==> src/design/sne_pkg.sv <==
`default_nettype none

package sne_pkg;

	localparam int IDX_W = 5;
	localparam int VAL_W = 64;
	localparam int MUL_W = 7;

	typedef enum logic [2:0] {
		ST_IDLE,
		ST_CHECK,
		ST_ROW,
		ST_READ,
		ST_MUL,
		ST_ADD,
		ST_FETCH,
		ST_DONE
	} state_t;

	typedef struct packed {
		logic load_query;
		logic start_row;
		logic issue_read;
		logic do_mul;
		logic do_add;
		logic issue_fetch;
		logic load_result;
	} cmd_t;

	typedef struct packed {
		logic too_big;
		logic k_above_n;
		logic n_zero;
		logic col_done;
		logic row_done;
		logic ovf_now;
		logic out_ready;
	} sts_t;

endpackage

`default_nettype wire

==> src/design/sne_datapath.sv <==
`default_nettype none

module sne_datapath #(
	parameter int MAX_N = 20
) (
	input  wire logic                          clk,
	input  wire logic                          arst_n,
	input  wire sne_pkg::cmd_t                 cmd,
	output sne_pkg::sts_t                      sts,
	input  wire logic                          kind,
	input  wire logic [sne_pkg::IDX_W-1:0]     row_index,
	input  wire logic [sne_pkg::IDX_W-1:0]     column_index,
	input  wire logic                          result_stall,
	output logic                               result_valid,
	output logic signed [sne_pkg::VAL_W-1:0]   value,
	output logic                               overflow
);

	import sne_pkg::*;

	localparam int Depth = MAX_N + 1;
	localparam int AW = $clog2(Depth);
	localparam logic [IDX_W-1:0] MaxN = IDX_W'(MAX_N);

	// query registers
	logic             kind_q;
	logic [IDX_W-1:0] n_q;
	logic [IDX_W-1:0] k_q;

	// row and column counters of the band sweep
	logic [IDX_W-1:0] i_q;
	logic [IDX_W-1:0] j_q;
	logic [IDX_W-1:0] lo_q;
	logic             ovf_flag_q;

	// row store and its valid bits
	logic signed [VAL_W-1:0] mem [Depth];
	logic [Depth-1:0]        valid_q;
	logic signed [VAL_W-1:0] rdata_a_q;
	logic signed [VAL_W-1:0] rdata_b_q;
	logic                    rvalid_a_q;
	logic                    rvalid_b_q;
	logic                    left_en_q;

	// multiply stage
	logic signed [VAL_W-1:0] prod_q;
	logic                    mul_ovf_q;

	// output register
	logic                    result_valid_q;
	logic signed [VAL_W-1:0] value_q;
	logic                    overflow_q;

	logic [IDX_W-1:0]          i_nx;
	logic [IDX_W-1:0]          hi;
	logic [IDX_W:0]            ksum;
	logic [IDX_W-1:0]          lo;
	logic [AW-1:0]             addr_a;
	logic [AW-1:0]             addr_b;
	logic [IDX_W-1:0]          j_m1;
	logic [IDX_W-1:0]          i_m1;
	logic signed [MUL_W-1:0]   mult;
	logic signed [VAL_W-1:0]   a_eff;
	logic signed [VAL_W-1:0]   b_eff;
	logic signed [VAL_W+MUL_W-1:0] prod_full;
	logic                      prod_ovf;
	logic [VAL_W:0]            sum;
	logic                      add_ovf;
	logic                      too_big;
	logic                      out_ready;

	// band limits of the next row
	always_comb begin
		i_nx = i_q + IDX_W'(1);
		hi   = (i_nx < k_q) ? i_nx : k_q;
		ksum = {1'b0, k_q} + {1'b0, i_nx};
		lo   = (ksum > {1'b0, n_q}) ? IDX_W'(ksum - {1'b0, n_q}) : '0;
	end

	// read addresses
	assign j_m1   = j_q - IDX_W'(1);
	assign addr_a = cmd.issue_fetch ? k_q[AW-1:0] : j_q[AW-1:0];
	assign addr_b = j_m1[AW-1:0];

	// multiplier operand and product with range check
	assign i_m1      = i_q - IDX_W'(1);
	assign mult      = kind_q ? $signed({2'b00, j_q}) : -$signed({2'b00, i_m1});
	assign a_eff     = rvalid_a_q ? rdata_a_q : '0;
	assign prod_full = (VAL_W+MUL_W)'(a_eff) * (VAL_W+MUL_W)'(mult);
	assign prod_ovf  = prod_full[VAL_W+MUL_W-1:VAL_W-1] != {(MUL_W+1){prod_full[VAL_W-1]}};

	// add of left neighbor with range check
	assign b_eff   = (left_en_q && rvalid_b_q) ? rdata_b_q : '0;
	assign sum     = {prod_q[VAL_W-1], prod_q} + {b_eff[VAL_W-1], b_eff};
	assign add_ovf = sum[VAL_W] != sum[VAL_W-1];

	assign too_big   = n_q > MaxN;
	assign out_ready = !result_valid_q || !result_stall;

	// status toward the controller
	always_comb begin
		sts.too_big   = too_big;
		sts.k_above_n = k_q > n_q;
		sts.n_zero    = n_q == '0;
		sts.col_done  = j_q == lo_q;
		sts.row_done  = i_q == n_q;
		sts.ovf_now   = mul_ovf_q || add_ovf;
		sts.out_ready = out_ready;
	end

	// query capture
	always_ff @(posedge clk) begin
		if (cmd.load_query) begin
			kind_q <= kind;
			n_q    <= row_index;
			k_q    <= column_index;
		end
	end

	// counters and overflow flag
	always_ff @(posedge clk or negedge arst_n) begin
		if (!arst_n) begin
			i_q        <= '0;
			j_q        <= '0;
			lo_q       <= '0;
			ovf_flag_q <= 1'b0;
		end else if (cmd.load_query) begin
			i_q        <= '0;
			j_q        <= '0;
			lo_q       <= '0;
			ovf_flag_q <= 1'b0;
		end else if (cmd.start_row) begin
			i_q  <= i_nx;
			j_q  <= hi;
			lo_q <= lo;
		end else if (cmd.do_add) begin
			ovf_flag_q <= mul_ovf_q || add_ovf;
			if (j_q != lo_q) begin
				j_q <= j_m1;
			end
		end
	end

	// valid bits: only entry zero holds a value at the start of a query
	always_ff @(posedge clk or negedge arst_n) begin
		if (!arst_n) begin
			valid_q <= '0;
		end else if (cmd.load_query) begin
			valid_q <= Depth'(1);
		end else if (cmd.do_add) begin
			valid_q[j_q[AW-1:0]] <= 1'b1;
		end
	end

	// row store write port
	always_ff @(posedge clk) begin
		if (cmd.load_query) begin
			mem[AW'(0)] <= VAL_W'(1);
		end else if (cmd.do_add) begin
			mem[j_q[AW-1:0]] <= sum[VAL_W-1:0];
		end
	end

	// row store read ports, registered
	always_ff @(posedge clk) begin
		if (cmd.issue_read || cmd.issue_fetch) begin
			rdata_a_q  <= mem[addr_a];
			rvalid_a_q <= valid_q[addr_a];
		end
		if (cmd.issue_read) begin
			rdata_b_q  <= mem[addr_b];
			rvalid_b_q <= valid_q[addr_b];
			left_en_q  <= j_q != '0;
		end
	end

	// multiply stage register
	always_ff @(posedge clk) begin
		if (cmd.do_mul) begin
			prod_q    <= prod_full[VAL_W-1:0];
			mul_ovf_q <= prod_ovf;
		end
	end

	// output register
	always_ff @(posedge clk or negedge arst_n) begin
		if (!arst_n) begin
			result_valid_q <= 1'b0;
		end else if (cmd.load_result) begin
			result_valid_q <= 1'b1;
		end else if (!result_stall) begin
			result_valid_q <= 1'b0;
		end
	end

	always_ff @(posedge clk) begin
		if (cmd.load_result) begin
			value_q    <= (too_big || sts.k_above_n || ovf_flag_q) ? '0 : a_eff;
			overflow_q <= too_big || ovf_flag_q;
		end
	end

	assign result_valid = result_valid_q;
	assign value        = value_q;
	assign overflow     = overflow_q;

endmodule

`default_nettype wire

==> src/design/sne_ctrl.sv <==
`default_nettype none

module sne_ctrl (
	input  wire logic          clk,
	input  wire logic          arst_n,
	input  wire logic          query_valid,
	input  wire sne_pkg::sts_t sts,
	output sne_pkg::cmd_t      cmd,
	output logic               idle
);

	import sne_pkg::*;

	state_t state_q;
	state_t state_nx;

	// state register
	always_ff @(posedge clk or negedge arst_n) begin
		if (!arst_n) begin
			state_q <= ST_IDLE;
		end else begin
			state_q <= state_nx;
		end
	end

	// next state
	always_comb begin
		state_nx = state_q;
		unique case (state_q)
			ST_IDLE: begin
				if (query_valid) begin
					state_nx = ST_CHECK;
				end
			end
			ST_CHECK: begin
				priority if (sts.too_big || sts.k_above_n) begin
					state_nx = ST_DONE;
				end else if (sts.n_zero) begin
					state_nx = ST_FETCH;
				end else begin
					state_nx = ST_ROW;
				end
			end
			ST_ROW:  state_nx = ST_READ;
			ST_READ: state_nx = ST_MUL;
			ST_MUL:  state_nx = ST_ADD;
			ST_ADD: begin
				priority if (sts.ovf_now) begin
					state_nx = ST_DONE;
				end else if (!sts.col_done) begin
					state_nx = ST_READ;
				end else if (!sts.row_done) begin
					state_nx = ST_ROW;
				end else begin
					state_nx = ST_FETCH;
				end
			end
			ST_FETCH: state_nx = ST_DONE;
			ST_DONE: begin
				if (sts.out_ready) begin
					state_nx = ST_IDLE;
				end
			end
			default: state_nx = ST_IDLE;
		endcase
	end

	// commands to the datapath
	always_comb begin
		cmd             = '0;
		cmd.load_query  = (state_q == ST_IDLE) && query_valid;
		cmd.start_row   = state_q == ST_ROW;
		cmd.issue_read  = state_q == ST_READ;
		cmd.do_mul      = state_q == ST_MUL;
		cmd.do_add      = state_q == ST_ADD;
		cmd.issue_fetch = state_q == ST_FETCH;
		cmd.load_result = (state_q == ST_DONE) && sts.out_ready;
	end

	assign idle = state_q == ST_IDLE;

endmodule

`default_nettype wire

==> src/design/stirling_number_engine.sv <==
`default_nettype none

// Stirling number engine: answers one query (kind, n, k) with one 64-bit signed
// number, s(n,k) of the first kind when kind is 0, S(n,k) of the second kind
// when kind is 1.
// Query channel: a beat moves when query_valid is high and query_stall low.
// query_stall is high from the cycle after a beat until the result has been
// placed in the output register, so one query is in flight at a time.
// Result channel: a beat moves when result_valid is high and result_stall low;
// value and overflow hold while stalled. The output register lets a new query
// be taken while the previous result still waits.
// Sequence: the band that feeds (n,k) is swept row by row through a row store
// with one shared multiplier; each cell steps through read, multiply, then add
// and write, each row adds a row start, and each query adds index check, final
// fetch and output load. n above MAX_N or k above n go from the index check
// straight to the output load. The next query can be taken in the cycle after
// the result is loaded; a stalled result still in the register holds back that
// load.
// overflow is set, with value zero, when n exceeds MAX_N or a cell leaves the
// signed 64-bit range; the sweep stops at the first such cell.
// Reset (arst_n low) empties the output register and returns to idle.

module stirling_number_engine #(
	parameter int MAX_N = 20
) (
	input  wire logic                          clk,
	input  wire logic                          arst_n,
	input  wire logic                          query_valid,
	output logic                               query_stall,
	input  wire logic                          kind,
	input  wire logic [sne_pkg::IDX_W-1:0]     row_index,
	input  wire logic [sne_pkg::IDX_W-1:0]     column_index,
	output logic                               result_valid,
	input  wire logic                          result_stall,
	output logic signed [sne_pkg::VAL_W-1:0]   value,
	output logic                               overflow
);

	import sne_pkg::*;

	cmd_t cmd;
	sts_t sts;
	logic idle;

	// sequencer
	sne_ctrl u_ctrl (
		.clk         (clk),
		.arst_n      (arst_n),
		.query_valid (query_valid),
		.sts         (sts),
		.cmd         (cmd),
		.idle        (idle)
	);

	// row store, multiplier and output register
	sne_datapath #(
		.MAX_N (MAX_N)
	) u_datapath (
		.clk          (clk),
		.arst_n       (arst_n),
		.cmd          (cmd),
		.sts          (sts),
		.kind         (kind),
		.row_index    (row_index),
		.column_index (column_index),
		.result_stall (result_stall),
		.result_valid (result_valid),
		.value        (value),
		.overflow     (overflow)
	);

	assign query_stall = !idle;

endmodule

`default_nettype wire

==> config.mk <==
export PLATFORM = sky130hd
export DESIGN_NAME = stirling_number_engine
export DESIGN_NICKNAME = d
export VERILOG_FILES = /design/src/design/sne_pkg.sv /design/src/design/sne_datapath.sv /design/src/design/sne_ctrl.sv /design/src/design/stirling_number_engine.sv
export SDC_FILE = /design/constraint.sdc
export NUM_CORES = 2
export LEC_CHECK = 0
export BUFFER_PORTS_ARGS = -buffer_cell sky130_fd_sc_hd__buf_2
export CAP_MARGIN = 30
export CORE_MARGIN = 2
export CORE_UTILIZATION = 39
export DETAILED_ROUTE_END_ITERATION = 6
export SETUP_SLACK_MARGIN = 0.5
export SLEW_MARGIN = 40
export SYNTH_ARGS = -nofsm -noshare
export SYNTH_HDL_FRONTEND = slang
export SYNTH_SLANG_ARGS = --single-unit
==> constraint.sdc <==
create_clock -name clk -period 7.8 [get_ports clk]
set_input_delay 1.56 -clock clk [delete_from_list [all_inputs] [get_ports clk]]
set_output_delay 1.56 -clock clk [all_outputs]
set_load 0.05 [all_outputs]
Word-level counts from Yosys, hierarchy flattened --
Memory sizes are Yosys's and may differ from the RTL's. A register that Yosys moved wholly into a read port is not among the register bits. Index checks and enable logic that the tools add are counted.
Word-level totals: word-level logic and storage cells 118, memories kept 1, bits of input ports 15, RAM bits 1344, register bits after elaboration 185
Operators by class: add/sub/neg operators 7, equality and inequality tests 16, multiplexer cells 43, $mul 1, $lt $le $gt $ge 8, bitwise logic cells 1, reduce and logical (&&, ||, !) cells 24
Memories:
- u_datapath.mem | words 21, bits a word 64, rd ports 2, clocked after memory_dff 2, wr ports 1, line sne_datapath.sv:37 | logic signed [VAL_W-1:0] mem [Depth];
Operators by type and width (number):
- two-way mux 64 bit | 3
- multiplier 64 x 7 -> 71 bit | 1
- adder 64 x 64 -> 65 bit | 1
- OR reduction 64 bit | 1
- two-way mux 5 bit | 12
- two-way mux 21 bit | 2
- case mux 3 bit (8 select lines) | 1
- two-way mux 3 bit | 7
- OR 21 bit | 1
- < comparator 5 x 6 -> 1 bit, second input constant | 3
- two-way mux 1 bit | 14
- equality test 3 bit, second input constant | 4
- binary-select mux 1 bit (select 5 bit) | 2
- equality test 5 bit | 2
- subtractor 5 x 1 -> 5 bit, second input constant | 2
- two-way mux 7 bit | 1
- != test 7 bit | 1
- negation 5 -> 7 bit | 1
- adder 5 x 5 -> 6 bit | 1
- equality test 3 x 2 -> 1 bit, second input constant | 2
- greater-than comparator 6 x 5 -> 1 bit | 1
- logical OR 1 bit | 6
- != test 2 x 1 -> 1 bit, second input constant | 3
- AND reduction 2 bit | 3
- 18 further kinds | 25

Longest topological paths before layout --
word-level depth 8, gate-level depth with buffers 33, depth with buffers taken out 30

Hierarchy --
A second synthesis with hierarchy kept.
Second synthesis, totals: cells, all modules 7075, area total of the unflattened synthesis 93873.8 um^2
By module, submodules not included:
- sne_datapath | times used 1, area an instance 93544.7 um^2, seq. area each 49477.5 um^2, cells each 7034
- sne_ctrl | times used 1, area an instance 325.3 um^2, seq. area each 75.1 um^2, cells each 40
- stirling_number_engine | times used 1, area an instance 3.8 um^2, seq. area each 0.0 um^2, cells each 1

Worst setup path before layout --
Ideal clock, no wire load.
path kind reg2reg, from reg u_datapath.i_q[0], to reg u_datapath.prod_q[57] (data pin), arrival 7.228 ns, path buffers 3, library setup time 0.264 ns, setup slack 0.308 ns, cell stages (with the launch flop) 32, cell sequence dfrtp_1 clkbuf_1 inv_1 ha_1 xnor2_1 o2111ai_1 and3_1 nor3_1 a21o_1 clkbuf_1 nand3_1 fa_1 inv_1 fa_1 inv_1 fa_1 inv_1 fa_1 ha_1 buf_2 nand4_2 o31ai_2 nand4_1 nand2_1 a221oi_2 o21a_1 o41ai_4 nand3_1 a211o_1 o41ai_2 a221oi_1 xnor2_1
On the way: longest elaborated chain between the ends 4
Ends and longest elaborated chain:
- from (decl) | line sne_datapath.sv:31 | logic [IDX_W-1:0] i_q;
- from (signal assigned) | line sne_datapath.sv:133 | i_q <= i_nx;
- subtractor 5 x 1 -> 5 bit | line sne_datapath.sv:86 | assign i_m1 = i_q - IDX_W'(1);
- negation 5 -> 7 bit | line sne_datapath.sv:87 | assign mult = kind_q ? $signed({2'b00, j_q}) : -$signed({2'b00, i_m1});
- two-way mux 7 bit | line sne_datapath.sv:87
- multiplier 64 x 7 -> 71 bit | line sne_datapath.sv:89 | assign prod_full = (VAL_W+MUL_W)'(a_eff) * (VAL_W+MUL_W)'(mult);
- named net u_datapath.prod_full[57] | line sne_datapath.sv:65 | logic signed [VAL_W+MUL_W-1:0] prod_full;
- to (signal assigned) | line sne_datapath.sv:180 | prod_q <= prod_full[VAL_W-1:0];
- to (decl) | line sne_datapath.sv:46 | logic signed [VAL_W-1:0] prod_q;
The timed path passes the listed nets, and every way through them passes these cells. A chain may end at the register's enable or synchronous reset.

Worst setup path after layout --
from reg u_datapath.i_q[1], to reg u_datapath.mul_ovf_q (data pin)
On the way: longest elaborated chain between the ends 5
Ends and longest elaborated chain:
- subtractor 5 x 1 -> 5 bit | line sne_datapath.sv:86
- negation 5 -> 7 bit | line sne_datapath.sv:87
- two-way mux 7 bit | line sne_datapath.sv:87
- multiplier 64 x 7 -> 71 bit | line sne_datapath.sv:89
- != test 7 bit | line sne_datapath.sv:90 | assign prod_ovf = prod_full[VAL_W+MUL_W-1:VAL_W-1] != {(MUL_W+1){prod_full[VAL_W-1]}};
- named net u_datapath.prod_ovf | line sne_datapath.sv:66 | logic prod_ovf;
- to (signal assigned) | line sne_datapath.sv:181 | mul_ovf_q <= prod_ovf;
- to (decl) | line sne_datapath.sv:47 | logic mul_ovf_q;
The timed path passes the listed nets, and every way through them passes these cells.

==> results by group <==
Place
  • Place WS: -0.04018 ns
  • GPL Wtd Cong: 0.9825
  • Post-DP HPWL: 183.5 mm
  • Port bufs: 81

Drt
  • DR iter-0 viols: 7914
  • Vias: 68590
  • DRT antenna net count: 0
  • First-pass iteration count of the detailed router: 7
  • Vias per inst: 6.058
  • Total routed wirelength: 308.6 mm
  • DRC Markers: 1
  • Wire length per cell: 27.25 µm

Worst setup path
  • Startpoint types: register
  • CP endpoint kind: register
  • CP most frequent cell: fa_1
  • Slowest CP cell: fa_1
  • Setup Crit Path Kind: reg -> reg
  • R2R Setup Slk: 0.44 ns
  • Crit Path Max Fanout: 10
  • Req. time, crit path: 8.39 ns
  • Crit path DAT: 7.95 ns
  • Critical path's largest stage delay: 0.50 ns

Logic synthesis
  • Number of flops mapped to enable cells by yosys: 1616
  • Synth Register Bits: 1657
  • Async set-reset flop share out of synthesis: 2.474%
  • Avg Synthesized Cell Area: 11.83 µm²
  • Distinct cells, synth: 84
  • Post-synthesis sequential area ratio: 52.34%
  • Synthesized area: 94680 µm²
  • Ys flop type: edfxtp_1
  • Yosys warnings: 0
  • Syn Nets: 8583
  • Synth Instances: 8005

Die
  • Initial Utilization: 39.29%
  • Die width: 496.7 µm
  • Core area: 241000 µm²
  • # rows: 180
  • I/O pin count: 82
  • Die Height: 496.7 µm
  • Die area: 246700 µm²

STA
  • # setup viols final: 0
  • Worst setup margin: 0.4366 ns
  • Shortest period the worst path allows: 7.363 ns
  • Slew HR: 34.12%
  • Worst-Margin Slew: 0.9778 ns
  • Clock skew: 0.05485 ns
  • Max-slew violations: 0
  • RSZ-0062 raised after global routing: true
  • Hold Violations, Final: 0
  • Tcrit/Tclk final: 94.40%
  • Highest clock rate: 135.8 MHz

Clock network
  • CTS tree: built
  • CTS Buf Count: 178
  • Clock Sinks: 1657
  • Clk pin slew, worst setup/hold paths: 0.06 ns
  • CTS max path bufs: 3
  • # H-tree levels: 4
  • Clk Latency, worst-skew pair: 0.86 ns
  • Cts hold-fix bufs: 0
  • Root buf cell: clkbuf_16

Cells and area
  • Fill cell count: 21750
  • Synthesis-to-layout area growth: 13.09%
  • Fraction of layout cells with a size suffix above 1: 14.95%
  • Nets: 8570
  • Multi-input gate area: 42420 µm²
  • Commonest non-fill, non-tap cells in the layout: edfxtp_1 (1616), nand2_1 (1293), inv_1 (515), nor2_1 (512), nand3_1 (432)
  • Leading cell type in the layout, fill and taps excluded: edfxtp_1
  • Register area: 49560 µm²

Global routing
  • GRT Util Overall: 24.70%
  • Layer with the highest usage: met2
  • Grt met3 use: 4.772%
  • Largest net degree at the start of global routing: 121
  • GRT met1 Usage: 33.90%
  • First-pass GRT wire length: 452.0 mm
  • Vias in the first global route: 68080
  • GR Util met2: 39.12%
  • Initial antenna violation count: 9
  • GRT overflow: 0

Hold path
  • Hold WC Path Type: reg -> reg

Run
  • Max-Cap Viols: 0

Outcome
  • Failing checks: design-rule violations
  • Status: complete, but fails checks
registers in the layout (all words and copies together), names as in the netlist, 3 cells and up:
name	cells
u_datapath.i_q	5
u_datapath.k_q	5
u_datapath.valid_q	21
u_datapath.mem	1344
u_datapath.rdata_b_q	64
u_datapath.prod_q	64
u_datapath.rdata_a_q	64
u_datapath.j_q	5
u_datapath.n_q	5
u_ctrl.state_q	3
u_datapath.lo_q	5
u_datapath.value	64
metrics by stage:
step | TNS [ns] | cell area [µm²] | hold WS, ns | instances | utilization (%)
2_1_floorplan | 0 | 94680 | 0.4662 | 8005 | -
6_report | 0 | 107100 | 0.5094 | 11320 | 44.43
5_1_grt | 0 | 107100 | 0.5452 | 11320 | 44.43
3_3_place_gp | 0 | 99650 | 0.4975 | 10950 | 41.35
3_5_place_dp | -0.04018 | 100000 | 0.5052 | 10960 | 41.51
4_1_cts | 0 | 106500 | 0.5148 | 11310 | 44.18
final cells by class:
| class | instances | area share [%] |
|---|---|---|
| Sequential cell | 1657 | 46.28 |
| Multi-Input combinational cell | 5285 | 39.62 |
| Clock buffer | 224 | 4.421 |
| Tap cell | 3185 | 3.722 |
| Timing Repair Buffer | 347 | 3.167 |
| Inverter | 523 | 1.836 |
| Clock inverter | 96 | 0.9430 |
| Antenna cell | 5 | 0.01169 |
what timing repair did:
item | 4_1_cts | 5_1_grt
setup endpoints to repair | 8 | 16
resized for setup | 75 | 77
setup buffers | 21 | 10
pin swaps | 47 | 42
cloned | 5 | 0
kinds of logic after synthesis:
logic type	Yosys count	share of synthesized area [%]
flip-flops	1657	52.34
multiplexers	695	11.73
AND/OR/NAND/NOR	2679	12.08
XOR/XNOR	164	1.517
AO/OA/AOI/OAI	1184	8.069
adder cells (fa/ha/maj)	563	10.03
buffers and inverters	1063	4.233
Yosys cell counts (all sizes together) (11+ instances only):
master / instances / share of area, %
a21o: 65 / 0.52
a21oi: 419 / 2.2
a311oi: 112 / 1.0
a31oi: 63 / 0.42
and3: 168 / 1.1
buf: 101 / 0.42
clkbuf: 439 / 1.7
dfrtp: 41 / 1.1
edfxtp: 1616 / 51
fa: 327 / 6.9
ha: 236 / 3.1
inv: 522 / 2.1
mux2: 66 / 0.78
mux2i: 304 / 3.2
mux4: 325 / 7.7
nand2: 1302 / 5.2
nand2b: 16 / 0.11
nand3: 434 / 2.3
nand4: 34 / 0.23
nor2: 591 / 2.3
nor2b: 18 / 0.12
nor3: 67 / 0.35
o211ai: 69 / 0.55
o21a: 20 / 0.16
o21ai: 220 / 1.2
o21bai: 31 / 0.25
o221ai: 87 / 0.80
o22ai: 11 / 0.073
or2: 12 / 0.079
xnor2: 97 / 0.90
xor2: 67 / 0.62
critical path, delay by kind of cell, from the launching register on:
family          cells  cell delay, ns
fa+ha+maj           6            2.36
simple gates        6            0.96
mux                 2            0.35
flops               1            0.40
compound gates      7            1.49
buf+inv             8            0.97
xor+xnor            3            0.55
path summary, 6_finish.rpt:
check	startpoint	to	cells after the start
worst min register to register	u_datapath.lo_q[4]$_DFFE_PN0P_	u_datapath.lo_q[4]$_DFFE_PN0P_	2
worst min-delay path	u_datapath.lo_q[4]$_DFFE_PN0P_	u_datapath.lo_q[4]$_DFFE_PN0P_	2
max in group asynchronous	arst_n	u_datapath.j_q[0]$_DFFE_PN0P_	1
min in group asynchronous	arst_n	u_datapath.valid_q[7]$_DFFE_PN0P_	1
worst max-delay path	u_datapath.i_q[1]$_DFFE_PN0P_	u_datapath.mul_ovf_q$_DFFE_PP_	32
worst max register to register	u_datapath.i_q[1]$_DFFE_PN0P_	u_datapath.mul_ovf_q$_DFFE_PP_	32
metal layers:
layer / wire length, µm / part of all wire [%]
met2: 142300 / 46
met1: 124000 / 40
met4: 10990 / 3.6
met3: 31340 / 10
met5: 0 / 0
Power is left out: the tool's default activity adds up to more than one toggle a clock period on the data nets, which glitch-free logic cannot reach.
